<file path="src/design/assert_macros.svh">
// Assertion helpers shared by the RTL. Synthesis builds see empty bodies.
`ifndef ASSERT_MACROS_SVH
`define ASSERT_MACROS_SVH

`ifndef SYNTHESIS
// Check that a condition holds at every clock edge outside reset
`define ASSERT_ALWAYS(lbl, clk, rst, cond, msg) \
  lbl: assert property (@(posedge clk) disable iff (rst) (cond)) else $error(msg);
// Check that a trigger is followed by a consequence on the next clock edge
`define ASSERT_NEXT(lbl, clk, rst, trig, cons, msg) \
  lbl: assert property (@(posedge clk) disable iff (rst) (trig) |=> (cons)) else $error(msg);
`else
`define ASSERT_ALWAYS(lbl, clk, rst, cond, msg)
`define ASSERT_NEXT(lbl, clk, rst, trig, cons, msg)
`endif

`endif

</file>
<file path="src/design/tbp_pkg.sv">
package tbp_pkg;

  // Global history width and the width of the history length register
  localparam int HIST_W = 11;
  localparam int HLEN_W = 4;
  localparam logic [HLEN_W-1:0] HLEN_RESET = 4'd11;

  // Two-bit saturating counters
  localparam int CTR_W = 2;
  localparam logic [CTR_W-1:0] CTR_MIN = 2'd0;
  localparam logic [CTR_W-1:0] CTR_MAX = 2'd3;
  localparam logic [CTR_W-1:0] DIR_RESET = 2'd3;  // strongly taken
  localparam logic [CTR_W-1:0] CHO_RESET = 2'd0;  // strongly prefer gshare

  // Stream payload widths
  localparam int ADDR_W = 32;
  localparam int CNT_W = 32;
  localparam int IN_DATA_W = 40;
  localparam int OUT_DATA_W = 72;

  // Configuration port
  localparam int PADDR_W = 3;
  localparam int PDATA_W = 32;
  localparam logic REG_HISTORY_LENGTH = 1'b0;

  typedef enum logic [1:0] {
    ST_CLEAR,
    ST_IDLE,
    ST_LOOKUP
  } tbp_state_t;

  typedef struct packed {
    logic accept;
    logic commit;
    logic clear_step;
  } tbp_cmd_t;

  typedef struct packed {
    logic clear_last;
    logic out_free;
  } tbp_status_t;

  // Saturating two-bit counter step
  function automatic logic [CTR_W-1:0] train2(input logic [CTR_W-1:0] c, input logic up);
    logic [CTR_W-1:0] r;
    if (up) begin
      r = (c == CTR_MAX) ? CTR_MAX : c + 2'd1;
    end else begin
      r = (c == CTR_MIN) ? CTR_MIN : c - 2'd1;
    end
    return r;
  endfunction

  // Mask of the kept history bits; length clamped to 1..HIST_W
  function automatic logic [HIST_W-1:0] hist_mask(input logic [HLEN_W-1:0] len);
    logic [HLEN_W-1:0] l;
    logic [HIST_W-1:0] m;
    l = len;
    if (l == '0) begin
      l = 4'd1;
    end
    if (l > HLEN_W'(HIST_W)) begin
      l = HLEN_W'(HIST_W);
    end
    for (int i = 0; i < HIST_W; i++) begin
      m[i] = (i < int'(l));
    end
    return m;
  endfunction

endpackage

</file>
<file path="src/design/tbp_ctrl.sv">
module tbp_ctrl
  import tbp_pkg::*;
  (
    input  logic        clk,
    input  logic        rst,
    input  logic        s_tvalid,
    output logic        s_tready,
    input  tbp_status_t status,
    output tbp_cmd_t    cmd
  );

  tbp_state_t state;
  tbp_state_t state_next;

  // State register; reset starts the table clearing pass
  always_ff @(posedge clk) begin
    if (rst) begin
      state <= ST_CLEAR;
    end else begin
      state <= state_next;
    end
  end

  // Next state and commands
  always_comb begin
    state_next     = state;
    s_tready       = 1'b0;
    cmd.accept     = 1'b0;
    cmd.commit     = 1'b0;
    cmd.clear_step = 1'b0;
    case (state)
      ST_CLEAR: begin
        cmd.clear_step = 1'b1;
        if (status.clear_last) begin
          state_next = ST_IDLE;
        end
      end
      ST_IDLE: begin
        s_tready   = 1'b1;
        cmd.accept = s_tvalid;
        if (s_tvalid) begin
          state_next = ST_LOOKUP;
        end
      end
      ST_LOOKUP: begin
        // Wait for the output register to free up before updating
        cmd.commit = status.out_free;
        if (status.out_free) begin
          state_next = ST_IDLE;
        end
      end
      default: begin
        state_next = ST_CLEAR;
      end
    endcase
  end

endmodule

</file>
<file path="config.mk">
export PLATFORM = sky130hd
export DESIGN_NAME = tbp_ctrl
export DESIGN_NICKNAME = d
export VERILOG_FILES = /design/src/design/assert_macros.svh /design/src/design/tbp_pkg.sv /design/src/design/tbp_ctrl.sv
export SDC_FILE = /design/constraint.sdc
export NUM_CORES = 1
export LEC_CHECK = 0
export BUFFER_PORTS_ARGS = -buffer_cell sky130_fd_sc_hd__buf_2
export CORE_AREA = 2 2 39 41
export CTS_CLUSTER_SIZE = 24
export DETAILED_ROUTE_END_ITERATION = 8
export DIE_AREA = 0 0 41 43
export PLACE_DENSITY = 0.3
export SLEW_MARGIN = 20
export SYNTH_ARGS = -nofsm -noshare
export SYNTH_HDL_FRONTEND = slang
export SYNTH_SLANG_ARGS = --single-unit
export TNS_END_PERCENT = 5
</file>
<file path="constraint.sdc">
create_clock -name clk -period 2 [get_ports clk]
set_input_delay 0.3 -clock clk [delete_from_list [all_inputs] [get_ports clk]]
set_output_delay 0.3 -clock clk [all_outputs]
set_load 0.005 [all_outputs]
</file>
==> results.toml <==
[drt]
routed_via_density = 3.381
met3_length_um = 79
drt-wirelength-per-cell_um = 7.714
drt-initial-drc-count = 1
top_layer_used = "met3"
postRouteWirelength_um = 324
drt.antenna.violating_nets = 0
wl_met1_um = 124
num_vias = 142
drtPass1Iterations = 2
remaining_drc_errors = 0
route.met2.wl_um = 121

[clock_tree]
numCtsBuffers = 3
post_cts_resize_count = 0
post_cts_repair_timing_setup_buffer_count = 0
tritoncts = "done"
clockBufferDepth = 2
cts.reportedPaths.clkPinSlew_ns = 0.03
cts_root_buf = "sky130_fd_sc_hd__clkbuf_4"
numClockSinks = 2
h-tree-depth = 1
cts_hold_buf = 0
insertion_delay_ns = 0.22

[final_layout]
reg.largest.list = "state x2"
mostFrequentLayoutCells = "sky130_fd_sc_hd__buf_2 (8), sky130_fd_sc_hd__nor2_1 (5), sky130_fd_sc_hd__clkbuf_4 (3)"
largest_register_ffs = 2
post_route_cells_drive_above_1_share_pct = 53.85
syn_to_final_growth_pct = 67.35
max_flop_register = "state"
n_antenna_cell = 0
final_util_pct = 14.83
layout.cells.most_common = "sky130_fd_sc_hd__buf_2"
finish.net_count = 33

[grt]
grt_start_max_net_pins = 7
grt_first_pass_wirelength_um = 489
grt_pass1_vias = 144
grt_usage_pct = 4.609
grt_overflow = 0
antenna_violations_before_repair = 0

[power_and_ir_drop]
finalPower_uw = 166.4
highest_ir_drop_seen_on_vdd_uv = 128.6
cell_int_power_uw = 127.7
static-leakage-power_uw = 0.0001019
p_switching_uw = 38.71
portion_of_total_power_attributed_to_sequential_cells_pct = 29.1
sw_frac_of_total_pct = 23.27
power.density_nw_per_um2 = 810.8
pwr-share-clk_pct = 52.2
comb_power_share_pct = 18.7

[floorplan]
dieWidth_um = 41
num_io_pins = 9
fp.coreArea_um2 = 1384
num_rows = 14
design.die.area_um2 = 1763
die_height_um = 43
start_util_pct = 8.861

[timing]
rsz0062_at_grt = "false"
worst_slack_setup_final_ns = 0.7112
fmax_mhz = 775.9
timing_hold_violations_final = 0
min_period_over_period_pct = 64.44
slew_violations = 0
final-setup-viol-count = 0
timing_worst_slew_pin_value_ns = 0.2430
finalClockSkew_ns = 0.001558
timing.slew.headroom_pct = 83.78
timing.setup.tns_ns = 0
final.min_clock_period_ns = 1.289

[placed_design]
hpwl_um = 264.3
io_buffer_count = 8
detailedPlace.worstSlack_ns = 0.9344
place_congestion = 0.5094

[synth]
post_synth_inst_count = 15
ys_warn_count = 0
synth_sequential_area_ratio_pct = 32.65
post_synth.cell_area_avg_um2 = 8.175
netlist-cell-type-count = 10
mappedNetlistNets = 20
mappedNetlistArea_um2 = 122.6
postSynthRegisterBits = 2

[worst_setup_path]
worst_ep_required_time_ns = 1.70
timing.setup.critical_path_class = "reg -> out"
critical_path_arrival_ns = 0.99
path_max_fanout = 6
category_of_the_worst_setup_path_capture_point = "output port"
critical_path.startpoint_type = "flip-flop"

[job]
max-cap-violations = 0

[outcome]
run_status = "complete, no violations"

[min_path]
worst_hold_path_type = "in -> reg"
==> power by group through the flow <==
stage / Combinational, µW / Sequential, µW / Clock [µW]
3_3_place_gp: 31.5 / 49.2 / 0
3_5_place_dp: 31.6 / 49.3 / 0
2_1_floorplan: 18.6 / 48.0 / 0
5_1_grt: 35.2 / 49.5 / 95.5
6_report: 31.1 / 48.5 / 86.8
4_1_cts: 31.7 / 48.5 / 92.2
==> kinds of logic after synthesis <==
kind of cell	count (synthesis)	share of synthesized area (%)
DFF	2	32.65
buffers and inverters	1	3.058
and+or+nand+nor	8	40.81
AOI/OAI and AO/OA	4	23.47
==> worst paths after layout <==
kind | startpoint | end | slack, ns | cells after the start
min | rst | state[1] | 0.26 | 2
max reg2reg | state[1] | state[1] | 1.15 | 3
max | state[1] | cmd[1] | 0.71 | 3
min reg2reg | state[1] | state[0] | 0.58 | 2
==> layer usage <==
layer	vias to the layer above	GRT usage [%]
met5	-	0
met4	0	4.000
met3	0	5.236
met2	9	5.313
met1	61	4.153
li1	72	-
==> Yosys cell counts <==
master	instances	area, µm²
sky130_fd_sc_hd__a21o_1	1	7.510
sky130_fd_sc_hd__a21oi_2	1	8.760
sky130_fd_sc_hd__a22oi_1	1	7.510
sky130_fd_sc_hd__dfxtp_1	2	40.04
sky130_fd_sc_hd__inv_1	1	3.750
sky130_fd_sc_hd__nand2_1	1	3.750
sky130_fd_sc_hd__nand2b_4	1	13.76
sky130_fd_sc_hd__nor2_1	5	18.77
sky130_fd_sc_hd__nor2b_4	1	13.76
sky130_fd_sc_hd__o21ai_0	1	5.000
==> area by class of cell <==
type                            count  area [µm²]
Inverter                            1       3.754
Timing Repair Buffer                8       40.04
Tap cell                           16       20.02
Multi-Input combinational cell     12       78.83
Clock buffer                        3       22.52
Fill cell                         168        1179
Sequential cell                     2       40.04
==> critical path, cell delays in order, from the launching register on <==
cell	delay, ns
sky130_fd_sc_hd__dfxtp_1	0.44
sky130_fd_sc_hd__inv_1	0.11
sky130_fd_sc_hd__nor2_1	0.11
sky130_fd_sc_hd__buf_2	0.11
==> stage by stage <==
step	instance area, µm²	hold WS, ns	instances
2_1_floorplan	122.6	0.3724	15
3_3_place_gp	182.7	0.4939	39
3_5_place_dp	182.7	0.4844	39
4_1_cts	205.2	0.2500	42
5_1_grt	205.2	0.2520	42
6_report	205.2	0.2580	42
Note: power is estimated with default switching activity, not from simulation.
